==> src/hdl/itoa_pkg.sv <==
`timescale 1ns / 1ps
// ----------------------------------------------------------------------------
// itoa_pkg
// Shared types and constants for the integer to radix string converter.
// ----------------------------------------------------------------------------
package itoa_pkg;

    // Radix limits and fixed characters
    localparam logic [5:0] BASE_MIN   = 6'd2;
    localparam logic [5:0] BASE_MAX   = 6'd36;
    localparam logic [5:0] DIGIT_MAX  = 6'd35;
    localparam logic [7:0] MINUS_CHAR = 8'h2D;
    localparam logic [7:0] TERM_CHAR  = 8'h00;
    localparam logic [7:0] ZERO_CHAR  = 8'h30;
    localparam logic [7:0] ALPHA_CHAR = 8'h61;

    // Sequencer states
    typedef enum logic [2:0] {
        ST_IDLE,
        ST_DIVIDE,
        ST_SIGN,
        ST_EMIT,
        ST_TERM
    } t_state;

    // Map a digit magnitude to its ASCII character, clamping above 35
    function automatic logic [7:0] digit_char(input logic [5:0] digit);
        logic [5:0] d;
        d = (digit > DIGIT_MAX) ? DIGIT_MAX : digit;
        if (d < 6'd10) begin
            digit_char = ZERO_CHAR + {2'b00, d};
        end else begin
            digit_char = ALPHA_CHAR + {2'b00, d - 6'd10};
        end
    endfunction

endpackage

==> src/hdl/integer_to_radix_string.sv <==
`timescale 1ns / 1ps
// ----------------------------------------------------------------------------
// integer_to_radix_string
// Converts a signed integer to its ASCII text in a base from 2 to 36.
// ----------------------------------------------------------------------------
// One input transfer carries a signed value and a base. The block answers with
// the text of the value, most significant character first: a '-' for a
// negative value, the digits 0-9 and a-z, then a zero byte marked with tlast.
// A base outside 2..36 gives only the zero byte. The magnitude is divided by
// the base in a bit-serial restoring divider, one quotient bit per cycle, and
// each full pass over the value yields one digit; digits are pushed on a
// shift-register stack and then popped out one character per cycle while the
// sink is ready. One conversion is in flight at a time; the next input is
// taken once the last character is in the output register.
// ----------------------------------------------------------------------------
module integer_to_radix_string #(
    parameter int VALUE_BITS = 32
) (
    input  logic                       i_clk,
    input  logic                       i_rst_n,
    // slave side, tdata fields from bit 0: value, base, zero fill
    input  logic                       i_s_tvalid,
    output logic                       o_s_tready,
    input  logic [((VALUE_BITS+13)/8)*8-1:0] i_s_tdata,
    // master side, tdata fields from bit 0: character
    output logic                       o_m_tvalid,
    input  logic                       i_m_tready,
    output logic [7:0]                 o_m_tdata,
    output logic                       o_m_tlast
);
    import itoa_pkg::*;

    localparam int CNT_W   = $clog2(VALUE_BITS);
    localparam int DEPTH_W = $clog2(VALUE_BITS + 1);

    // State and datapath registers
    t_state                 r_state, n_state;
    logic [VALUE_BITS-1:0]  r_quo, n_quo;
    logic [5:0]             r_rem, n_rem;
    logic [5:0]             r_base, n_base;
    logic                   r_neg, n_neg;
    logic [CNT_W-1:0]       r_cnt, n_cnt;
    logic [DEPTH_W-1:0]     r_depth, n_depth;
    logic [5:0]             r_stack [VALUE_BITS];
    logic                   r_ovalid, n_ovalid;
    logic [7:0]             r_char, n_char;
    logic                   r_last, n_last;

    // Combinational helpers
    logic                   w_in_xfer;
    logic                   w_load;
    logic                   w_push;
    logic                   w_pop;
    logic [VALUE_BITS-1:0]  w_in_value;
    logic [5:0]             w_in_base;
    logic                   w_base_ok;
    logic [6:0]             w_trial;
    logic                   w_ge;
    logic [5:0]             w_rem_next;
    logic [VALUE_BITS-1:0]  w_quo_next;
    logic                   w_last_bit;

    assign w_in_value = i_s_tdata[VALUE_BITS-1:0];
    assign w_in_base  = i_s_tdata[VALUE_BITS+5:VALUE_BITS];
    assign w_base_ok  = (w_in_base >= BASE_MIN) && (w_in_base <= BASE_MAX);
    assign w_in_xfer  = i_s_tvalid && o_s_tready;
    assign w_load     = !r_ovalid || i_m_tready;

    // One restoring division step
    assign w_trial    = {r_rem, r_quo[VALUE_BITS-1]};
    assign w_ge       = w_trial >= {1'b0, r_base};
    assign w_rem_next = w_ge ? 6'(w_trial - {1'b0, r_base}) : w_trial[5:0];
    assign w_quo_next = {r_quo[VALUE_BITS-2:0], w_ge};
    assign w_last_bit = (r_cnt == CNT_W'(VALUE_BITS - 1));

    // Next state
    always_comb begin
        n_state = r_state;
        case (r_state)
            ST_IDLE: begin
                if (w_in_xfer) begin
                    n_state = w_base_ok ? ST_DIVIDE : ST_TERM;
                end
            end
            ST_DIVIDE: begin
                if (w_last_bit && (w_quo_next == '0)) begin
                    n_state = r_neg ? ST_SIGN : ST_EMIT;
                end
            end
            ST_SIGN: begin
                if (w_load) begin
                    n_state = ST_EMIT;
                end
            end
            ST_EMIT: begin
                if (w_load && (r_depth == DEPTH_W'(1))) begin
                    n_state = ST_TERM;
                end
            end
            ST_TERM: begin
                if (w_load) begin
                    n_state = ST_IDLE;
                end
            end
            default: begin
                n_state = ST_IDLE;
            end
        endcase
    end

    // Outputs and datapath next values
    always_comb begin
        o_s_tready = 1'b0;
        n_quo      = r_quo;
        n_rem      = r_rem;
        n_base     = r_base;
        n_neg      = r_neg;
        n_cnt      = r_cnt;
        n_depth    = r_depth;
        n_ovalid   = r_ovalid && !i_m_tready;
        n_char     = r_char;
        n_last     = r_last;
        w_push     = 1'b0;
        w_pop      = 1'b0;
        case (r_state)
            ST_IDLE: begin
                o_s_tready = 1'b1;
                if (w_in_xfer) begin
                    n_neg   = w_in_value[VALUE_BITS-1];
                    n_quo   = w_in_value[VALUE_BITS-1] ? (~w_in_value + 1'b1) : w_in_value;
                    n_rem   = '0;
                    n_base  = w_in_base;
                    n_cnt   = '0;
                    n_depth = '0;
                end
            end
            ST_DIVIDE: begin
                n_quo = w_quo_next;
                n_rem = w_rem_next;
                n_cnt = r_cnt + 1'b1;
                if (w_last_bit) begin
                    w_push  = 1'b1;
                    n_depth = r_depth + 1'b1;
                    n_rem   = '0;
                    n_cnt   = '0;
                end
            end
            ST_SIGN: begin
                if (w_load) begin
                    n_ovalid = 1'b1;
                    n_char   = MINUS_CHAR;
                    n_last   = 1'b0;
                end
            end
            ST_EMIT: begin
                if (w_load) begin
                    n_ovalid = 1'b1;
                    n_char   = digit_char(r_stack[0]);
                    n_last   = 1'b0;
                    w_pop    = 1'b1;
                    n_depth  = r_depth - 1'b1;
                end
            end
            ST_TERM: begin
                if (w_load) begin
                    n_ovalid = 1'b1;
                    n_char   = TERM_CHAR;
                    n_last   = 1'b1;
                end
            end
            default: begin
                o_s_tready = 1'b0;
            end
        endcase
    end

    // Control registers
    always_ff @(posedge i_clk) begin
        if (!i_rst_n) begin
            r_state  <= ST_IDLE;
            r_ovalid <= 1'b0;
            r_cnt    <= '0;
            r_depth  <= '0;
            r_neg    <= 1'b0;
        end else begin
            r_state  <= n_state;
            r_ovalid <= n_ovalid;
            r_cnt    <= n_cnt;
            r_depth  <= n_depth;
            r_neg    <= n_neg;
        end
    end

    // Payload registers
    always_ff @(posedge i_clk) begin
        r_quo  <= n_quo;
        r_rem  <= n_rem;
        r_base <= n_base;
        r_char <= n_char;
        r_last <= n_last;
    end

    // Digit stack: push the new digit at the top, pop shifts toward the top
    always_ff @(posedge i_clk) begin
        if (w_push) begin
            r_stack[0] <= w_rem_next;
            for (int i = 1; i < VALUE_BITS; i++) begin
                r_stack[i] <= r_stack[i-1];
            end
        end else if (w_pop) begin
            for (int i = 0; i < VALUE_BITS - 1; i++) begin
                r_stack[i] <= r_stack[i+1];
            end
        end
    end

    assign o_m_tvalid = r_ovalid;
    assign o_m_tdata  = r_char;
    assign o_m_tlast  = r_last;

`ifndef SYNTHESIS
    // Partial remainder stays below the base while dividing
    a_rem_below_base: assert property (@(posedge i_clk) disable iff (!i_rst_n)
        (r_state == ST_DIVIDE) |-> (r_rem < r_base))
        else $error("remainder not below base");

    // Stack never holds more digits than the value has bits
    a_depth_bound: assert property (@(posedge i_clk) disable iff (!i_rst_n)
        r_depth <= DEPTH_W'(VALUE_BITS))
        else $error("digit stack overflow");

    // Emitting digits requires a non-empty stack
    a_emit_nonempty: assert property (@(posedge i_clk) disable iff (!i_rst_n)
        (r_state == ST_EMIT) |-> (r_depth != '0))
        else $error("emit with empty digit stack");

    // The marked last character is always the zero terminator
    a_last_is_term: assert property (@(posedge i_clk) disable iff (!i_rst_n)
        (o_m_tvalid && o_m_tlast) |-> (o_m_tdata == TERM_CHAR))
        else $error("last character is not the terminator");

    // An accepted input closes the input side on the next cycle
    a_busy_after_xfer: assert property (@(posedge i_clk) disable iff (!i_rst_n)
        w_in_xfer |=> !o_s_tready)
        else $error("input taken while a conversion is running");
`endif

endmodule
==> config.mk <==
export PLATFORM = sky130hd
export DESIGN_NAME = integer_to_radix_string
export DESIGN_NICKNAME = d
export VERILOG_FILES = /design/src/hdl/itoa_pkg.sv /design/src/hdl/integer_to_radix_string.sv
export SDC_FILE = /design/constraint.sdc
export NUM_CORES = 1
export LEC_CHECK = 0
export BUFFER_PORTS_ARGS = -buffer_cell sky130_fd_sc_hd__buf_2
export CORE_ASPECT_RATIO = 0.9
export CORE_MARGIN = 2
export CORE_UTILIZATION = 36
export DETAILED_ROUTE_END_ITERATION = 8
export SYNTH_ARGS = -nofsm -noshare
export SYNTH_HDL_FRONTEND = slang
export SYNTH_SLANG_ARGS = --single-unit
==> constraint.sdc <==
create_clock -name i_clk -period 8.6 [get_ports i_clk]
set_input_delay 1.29 -clock i_clk [delete_from_list [all_inputs] [get_ports i_clk]]
set_output_delay 1.29 -clock i_clk [all_outputs]
set_load 0.05 [all_outputs]
After elaboration in Yosys (flattened, before gate mapping)
Memory sizes are Yosys's and may differ from the RTL's.
Cells that the tools add are included.
- add/sub/neg operators: 8
- $lt $le $gt $ge: 5
- equal/unequal tests: 14
- mux-type cells: 73
- bitwise gates (word level): 32
- reductions and logical operators: 22
- operators with widths (kind ; count):
    $mux 6 ; 37
    $mux 32 ; 2
    $pmux 32 s2 ; 1
    $add 32x1->32 const B ; 1
    $logic_not 32->1 ; 1
    $mux 8 ; 4
    $not 32->32 ; 1
    $or 1x1->1 ; 31
    $pmux 8 s3 ; 1
    $mux 3 ; 6
    $pmux 6 s3 ; 1
    $mux 1 ; 15
    $pmux 3 s5 ; 1
    $ne 2x2->1 const B ; 7
    $pmux 6 s2 ; 1
    $mux 5 ; 2
    $pmux 5 s2 ; 1
    $add 7x6->8 const A ; 1
    $reduce_and 4->1 ; 2
    $add 6x6->7 const A ; 1
    $ge 7x6->1 ; 1
    $add 6x1->6 const B ; 1
    $eq 3x2->1 const B ; 2
    $eq 6x1->1 const B ; 1
    24 further kinds ; 32
- bits in registers: 69
- RAM bits: 192
- bits of input ports: 44
- memories kept: 1
- memory list (name ; words ; bits a word ; rd ports ; clocked after memory_dff ; write ports ; RTL line ; text):
    r_stack ; 32 ; 6 ; 32 ; 0 ; 32 ; integer_to_radix_string.sv:44 ; logic [5:0] r_stack [VALUE_BITS];

Depth between registers and ports, before layout
Gate-level depths: netlist (run 1).
- depth after elaboration: 8
- depth in mapped cells: 10

Worst setup path before layout (run 1)
No wires, ideal clock.
- path kind: input -> register
- from: in i_m_tready
- to: reg r_depth[5]
- library setup time: 0.085 ns
- data arrival time: 6.770 ns
- setup slack: 1.745 ns
- cell stages on the path: 6
- cell sequence: nand2b_1 -> nand2_1 -> clkbuf_1 -> nand2_1 -> o311ai_0 -> a21oi_1
- cells in the longest elaborated chain, start to end: 3
- RTL lines (what ; RTL line ; text):
    start, declared ; integer_to_radix_string.sv:27 ; input logic i_m_tready,
    $logic_or 1x1->1 ; integer_to_radix_string.sv:67 ; assign w_load = !r_ovalid || i_m_tready;
    $ne 2x2->1 (no line) ; n/a ;
    $reduce_and 4->1 (no line) ; n/a ;
    end signal, assigned ; integer_to_radix_string.sv:189 ; r_depth <= n_depth;
    end, declared ; integer_to_radix_string.sv:43 ; logic [DEPTH_W-1:0] r_depth, n_depth;
Every way passes these cells.
A chain may end at the register's enable or synchronous reset.

Final worst setup path (run 1)
- from: reg r_state[0]
- to: reg r_depth[5]
- cells in the longest elaborated chain, start to end: 5
- elaborated cells on any way between the ends: 11
- classes of those cells: eq/ne: 5; mux: 2; reduce/logical: 4
- RTL lines (what ; RTL line ; text):
    start, declared ; integer_to_radix_string.sv:37 ; t_state r_state, n_state;
    start signal, assigned ; integer_to_radix_string.sv:186 ; r_state <= n_state;
    $logic_not 3->1 ; integer_to_radix_string.sv:125 ; case (r_state)
    $mux 1 ; integer_to_radix_string.sv:125 ;
    $logic_and 1x1->1 ; integer_to_radix_string.sv:66 ; assign w_in_xfer = i_s_tvalid && o_s_tready;
    $ne 2x2->1 (no line) ; n/a ;
    $reduce_and 4->1 (no line) ; n/a ;
Parallel ways exist; a longest one is shown, timed or not.

==> results.sh, run 1 <==
export IMPL_synthDominantAreaCellType="edfxtp_1"
export IMPL_floorplan_io_pins=55
export IMPL_postCtsHoldBufs=0
export IMPL_dieArea_um2=36000
export IMPL_worst_endpoint_arrival_ps=4290
export IMPL_p_leak_nw=4.84
export IMPL_post_synth_and_or_nand_nor_area_fraction_pct=14.1
export IMPL_status="finished clean"
export IMPL_initial_core_util_pct=36.5
export IMPL_slew_headroom_pct=29.4
export IMPL_path_class="reg -> reg"
export IMPL_cts_max_path_buffers=3
export IMPL_synth_seq_cells=261
export IMPL_die_width_um=200
export IMPL_die_h_um=180
export IMPL_clk_latency_ps=550
export IMPL_postLayoutCoreUtil_pct=41.2
export IMPL_timing_critical_path_required_ps=9070
export IMPL_rrSetupSlack_ps=4780
export IMPL_ant_nets_after_route=0
export IMPL_routability_congestion=0.795
export IMPL_areaGrowthSynthToFinish_pct=12.8
export IMPL_hold_violations=0
export IMPL_yosys_top_cells_area="edfxtp_1 59%, mux2_2 9.4%, nand2_1 8.5%, dfxtp_1 2.6%, xor2_1 2.0%"
export IMPL_io_buffers=52
export IMPL_grt_max_degree=85
export IMPL_vias=7740
export IMPL_crit_path_max_fanout=81
export IMPL_hold_path_end="r_stack[0][191]$_DFFE_PP_"
export IMPL_synthesis_area_per_instance_um2=11.8
export IMPL_tightest_slew_ps=1060
export IMPL_core_area_um2=34000
export IMPL_final_min_period_over_clock_period_pct=44.4
export IMPL_post_route_met1_wirelength_um=11500
export IMPL_ys_flop_type="edfxtp_1"
export IMPL_grt_setup_unrepaired="false"
export IMPL_timing_setup_tns_ps=0
export IMPL_yosysUniqueCellTypes=62
export IMPL_hold_path_class="reg -> reg"
export IMPL_cp_end_kind="flip-flop"
export IMPL_final_setup_skew_ps=11.5
export IMPL_ctsHtreeMaxLevel=1
export IMPL_place_detailed_hpwl_um=13900
export IMPL_synth_compound_area_share_pct=7.80
export IMPL_antenna_violations_before_repair=0
export IMPL_cts_resized_gates=0
export IMPL_synthesis_nets=1110
export IMPL_clockRootBuffer="clkbuf_16"
export IMPL_critical_path_reg2reg_endpoint="r_depth[5]$_SDFFE_PN0P_"
export IMPL_ir_worst_vdd_uv=144
export IMPL_post_drt_wl_per_cell_um=14.2
export IMPL_layout_common_cells="280 x nand2_1, 245 x edfxtp_1, 104 x mux2_2, 52 x buf_2, 48 x nor2_1"
export IMPL_max_cap_violations=0
export IMPL_pwr_density_cell_nw_per_um2=283
export IMPL_clock_sinks=261
export IMPL_vias_in_the_first_global_route=7327
export IMPL_layout_min_cycle_time_ps=3820
export IMPL_via_per_inst=4.92
export IMPL_synth_cells=1051
export IMPL_final_layout_size_suffix_gt1_share_pct=20.2
export IMPL_gr_usage_all_layers_pct=12.4
export IMPL_filler_cell_count=3227
export IMPL_finalWirelength_um=22300
export IMPL_hold_path_startpoint="r_stack[0][185]$_DFFE_PP_"
export IMPL_yosys_warnings=0
export IMPL_antenna_cells=0
export IMPL_setup_violations=0
export IMPL_synth_top_cell_area_share_pct=59.2
export IMPL_globalRoute_totalOverflow=0
export IMPL_min_delay_path_depth=0
export IMPL_final_nets=1146
export IMPL_met2RoutedLength_um=9540
export IMPL_highest_layer="met4"
export IMPL_cts_inserted_buffers=29
export IMPL_drt_first_pass_iters=5
export IMPL_clk_pin_slew_ps=60
export IMPL_max_slew_violation_total_from_the_final_report=0
export IMPL_number_of_setup_buffers_added_after_cts=0
export IMPL_synthXorXnorAreaFrac_pct=2.25
export IMPL_synth_top_family_by_area="simple AND/OR/NAND/NOR gates"
export IMPL_tritoncts_clock_tree="yes"
export IMPL_timing_fmax_mhz=262
export IMPL_rows=64
export IMPL_arithmetic_cell_share_of_the_synthesized_area_counting_full_adders_half_adders_and_majority_gates_pct=1.65
export IMPL_synth_area_um2=12400
export IMPL_met3_length_um=733
export IMPL_r2r_worst_path_cells=8
export IMPL_synth_mux_area_share_pct=10.1
export IMPL_final_common_cell="nand2_1"
export IMPL_postSynth_asyncResetShare_pct=0
export IMPL_r2r_start="r_state[0]$_SDFFE_PN0P_"
export IMPL_drt_iter0_drc=489
export IMPL_grt_pass1_wl_um=37000
export IMPL_timing_critical_path_from_type="flip-flop"
export IMPL_edff_count_synth=245
export IMPL_drc=0
export IMPL_synth_seq_area_share_pct=61.7
## cells by family (layout without fill, tap and decap cells)
logic type | count (synthesis) | after routing
xor gates and xnor gates | 32 | 32
buffers and inverters | 77 | 136
muxes | 112 | 112
DFF | 261 | 261
adders and majority gates | 16 | 16
AOI/OAI and AO/OA | 142 | 142
and+or+nand+nor | 411 | 411
## synthesized netlist by cell type (4+ instances only)
library cell	number
a211oi_1	4
a21oi_1	37
a31oi_1	4
buf_1	9
buf_2	4
clkbuf_1	40
dfxtp_1	16
edfxtp_1	245
ha_1	14
inv_1	22
mux2_2	104
mux2i_1	8
nand2_1	283
nand2b_1	9
nand3_1	9
nand3b_1	4
nor2_1	48
nor2b_1	7
nor3_1	9
nor4_1	12
o21ai_0	36
o21ai_1	4
o31ai_1	14
o41ai_1	8
or2_2	7
or3_1	8
xor2_1	29
## through the flow
step | total power, mW | std cells | setup WS [ps] | hold slack, ps | instance area, µm²
floorplan | 2.59 | 1051 | 1750 | 414 | 12400
global placement | 2.80 | 1518 | 4430 | 434 | 13100
detailed placement | 2.82 | 1518 | 4420 | 435 | 13100
CTS | 4.01 | 1572 | 4630 | 450 | 14000
global route | 4.19 | 1572 | 4280 | 451 | 14000
finish | 3.96 | 1572 | 4780 | 448 | 14000
## cell type report
cell class	instances	area [µm²]	share of cell area, %
sequential	261	7680	54.7
clock inverter	18	145	1.03
tap	462	578	4.12
clock buffer	36	752	5.36
multi-input combinational	713	4480	31.9
inverter	23	86.3	0.615
timing repair buffer	59	313	2.23
## registers in the layout, summed over array words and instances (netlist names)
| register | count |
|---|---|
| o_m_tdata | 8 |
| o_m_tlast | 1 |
| o_m_tvalid | 1 |
| r_base | 6 |
| r_cnt | 5 |
| r_depth | 6 |
| r_neg | 1 |
| r_quo | 32 |
| r_rem | 6 |
| r_stack | 192 |
| r_state | 3 |
## worst max path at each step
stage | from | endpoint | slack (ps) | depth (start not counted)
final | r_state[0]$_SDFFE_PN0P_ | r_depth[5]$_SDFFE_PN0P_ | 4780 | 8
after global placement | i_m_tready | r_depth[5]$_SDFFE_PN0P_ | 4430 | 7
after detailed placement | i_m_tready | r_depth[5]$_SDFFE_PN0P_ | 4420 | 7
after CTS | r_state[0]$_SDFFE_PN0P_ | r_depth[5]$_SDFFE_PN0P_ | 4630 | 8
after global routing | r_state[0]$_SDFFE_PN0P_ | r_depth[5]$_SDFFE_PN0P_ | 4280 | 8
after floorplan | i_m_tready | r_depth[5]$_SDFFE_PN0P_ | 1750 | 6
## power by group
group          total (mW)  switching, mW  internal, mW  leakage, nW
clock network        1.17          0.494         0.679        0.428
registers            1.84          0.116          1.72         2.09
logic               0.951          0.613         0.337         2.32
## critical path, stage by stage, from the launching register on
cell,delay [ps]
dfxtp_1,540
nor3b_2,230
buf_4,460
nand2_2,80
buf_4,350
nand2_4,830
buf_4,730
o311ai_0,270
a21oi_1,180
## layer usage
| layer | track usage [%] | vias to the layer above |
|---|---|---|
| met5 | 0 | - |
| met4 | 3.47 | 0 |
| met2 | 18.3 | 105 |
| met3 | 2.10 | 40 |
| li1 | - | 3871 |
| met1 | 18.6 | 3724 |
No activity file was read; power rests on OpenSTA's default activity.
==> run 2, diff against run 1 <==
==> constraint.sdc (replaced) <==
create_clock -name i_clk -period 3.06 [get_ports i_clk]
set_input_delay 0.459 -clock i_clk [delete_from_list [all_inputs] [get_ports i_clk]]
set_output_delay 0.459 -clock i_clk [all_outputs]
set_load 0.05 [all_outputs]
==> run 2 against run 1 <==
Worst hold slack got worse by 340 ps. Fmax rose by 57%. Register-to-register slack got worse by 4100 ps. Combinational power rose to 2.9 times the previous value. Sequential share of layout area fell by 0.56 points. Largest power group unchanged.
==> results.sh, run 2 (synthesized netlist as in run 1, its figures left out) <==
export IMPL_status="finished clean"
export IMPL_rows=64
export IMPL_cts_resized_gates=0
export IMPL_ctsHtreeMaxLevel=1
export IMPL_drc=0
export IMPL_drt_first_pass_iters=5
export IMPL_cts_max_path_buffers=3
export IMPL_floorplan_io_pins=55
export IMPL_cp_end_kind="flip-flop"
export IMPL_die_width_um=200
export IMPL_crit_chain="nor3b_2, buf_4, nor2_1, inv_1, buf_12"
export IMPL_postCtsHoldBufs=0
export IMPL_final_common_cell="nand2_1"
export IMPL_timing_setup_tns_ps=0
export IMPL_slowest_stage="dfxtp_1"
export IMPL_post_drt_wl_per_cell_um=14.3
export IMPL_dieArea_um2=36000
export IMPL_grt_setup_unrepaired="false"
export IMPL_setup_violations=0
export IMPL_final_layout_size_suffix_gt1_share_pct=20.9
export IMPL_power_frac_clock_pct=29.3
export IMPL_combPwrFrac_pct=24.7
export IMPL_final_critical_path_setup_slack_ps=636
export IMPL_grt_max_degree=116
export IMPL_fin_worst_hold_slack_ps=112
export IMPL_areaGrowthSynthToFinish_pct=14.0
export IMPL_slew_headroom_pct=54.9
export IMPL_timing_critical_path_from_type="flip-flop"
export IMPL_tritoncts_clock_tree="yes"
export IMPL_pwr_density_cell_nw_per_um2=791
export IMPL_registers_top_by_ff_count="r_stack"
export IMPL_timing_fmax_mhz=413
export IMPL_p_leak_nw=4.91
export IMPL_timing_critical_path_required_ps=3280
export IMPL_placed_cell_area_um2=13300
export IMPL_clk_pin_slew_ps=60
export IMPL_io_buffers=52
export IMPL_grtUsageMet3_pct=1.87
export IMPL_crit_path_max_fanout=56
export IMPL_postLayoutCoreUtil_pct=41.7
export IMPL_power_internal_mw=7.75
export IMPL_via_per_inst=4.93
export IMPL_layout_min_cycle_time_ps=2420
export IMPL_ant_nets_after_route=0
export IMPL_drt_iter0_drc=563
export IMPL_number_of_setup_buffers_added_after_cts=0
export IMPL_initial_core_util_pct=36.5
export IMPL_antenna_violations_before_repair=0
export IMPL_share_seq_of_total_power_pct=46.0
export IMPL_path_class="reg -> reg"
export IMPL_layout_cell_area_excl_fill_um2=14200
export IMPL_ir_worst_vdd_uv=471
export IMPL_tightest_slew_ps=677
export IMPL_clock_sinks=261
export IMPL_worst_endpoint_arrival_ps=2640
export IMPL_max_cap_violations=0
export IMPL_preCtsSetupSlack_ps=353
export IMPL_globalRoute_totalOverflow=0
export IMPL_die_h_um=180
export IMPL_hold_violations=0
export IMPL_finalWirelength_um=22600
export IMPL_power_net_switching_mw=3.46
export IMPL_max_slew_violation_total_from_the_final_report=0
export IMPL_gr_usage_all_layers_pct=12.5
export IMPL_antenna_cells=0
export IMPL_hold_path_class="in -> reg"
export IMPL_clockRootBuffer="clkbuf_16"
export IMPL_filler_cell_count=3174
export IMPL_routability_congestion=0.794
export IMPL_layout_common_cells="280 x nand2_1, 245 x edfxtp_1, 104 x mux2_2, 52 x buf_2, 48 x nor2_1"
export IMPL_final_min_period_over_clock_period_pct=79.2
export IMPL_final_nets=1154
export IMPL_place_detailed_hpwl_um=14300
export IMPL_core_area_um2=34000
export IMPL_cts_inserted_buffers=29
export IMPL_globalRoute_busiestLayer="met1"
export IMPL_fraction_of_met1_tracks_used_by_global_routing_pct=18.8
export IMPL_global_route_usage_met2_pct=18.8
export IMPL_cpPeakStageDelay_ps=560
export IMPL_clk_latency_ps=530
export IMPL_final_setup_skew_ps=11.0
export IMPL_largest_register_ffs=192
export IMPL_grt_pass1_wl_um=37500
export IMPL_switching_share_pct=30.9
export IMPL_vias_in_the_first_global_route=7530
export IMPL_vias=7781
run 2: power groups by stage:
stage | clock network (mW) | logic [mW] | registers (mW)
after floorplan | 0 | 1.97 | 5.26
after global placement | 0 | 2.74 | 5.22
after detailed placement | 0 | 2.78 | 5.24
after CTS | 3.39 | 2.80 | 5.17
after global routing | 3.52 | 3.09 | 5.23
final | 3.28 | 2.77 | 5.16
run 2: area by class of cell:
| type | instances | area [µm²] | share of cell area [%] |
|---|---|---|---|
| Tap cell | 462 | 578 | 4.08 |
| Multi-Input combinational cell | 713 | 4490 | 31.7 |
| Timing Repair Buffer | 67 | 448 | 3.16 |
| Clock inverter | 21 | 155 | 1.09 |
| Clock buffer | 32 | 737 | 5.20 |
| Inverter | 23 | 86.3 | 0.609 |
| Sequential cell | 261 | 7680 | 54.2 |
run 2: stage by stage:
stage	cells	total power, mW
6_report	1579	11.2
5_1_grt	1579	11.8
4_1_cts	1579	11.4
3_5_place_dp	1526	8.02
3_3_place_gp	1526	7.96
2_1_floorplan	1051	7.23
run 2: worst paths after layout:
path / slack [ps] / start / end / depth (start not counted)
worst max-delay path: 640 / r_state[0]$_SDFFE_PN0P_ / r_quo[20]$_DFFE_PP_ / 5
worst min-delay path: 110 / i_s_tdata[32] / r_base[0]$_DFFE_PP_ / 1
worst max register to register: 640 / r_state[0]$_SDFFE_PN0P_ / r_quo[20]$_DFFE_PP_ / 5
worst min register to register: 460 / r_stack[0][181]$_DFFE_PP_ / r_stack[0][187]$_DFFE_PP_ / 0
run 2: layer usage:
layer / routed length (µm) / vias up
met5: 0 / -
met4: 406 / 0
met3: 741 / 32
met2: 9940 / 99
met1: 11500 / 3755
li1: - / 3895
run 2: worst max-delay path, delay by kind of cell, from the launching register on:
kind,cells,cell delay (ps)
buf+inv,3,1030
flops,1,560
simple gates,2,490
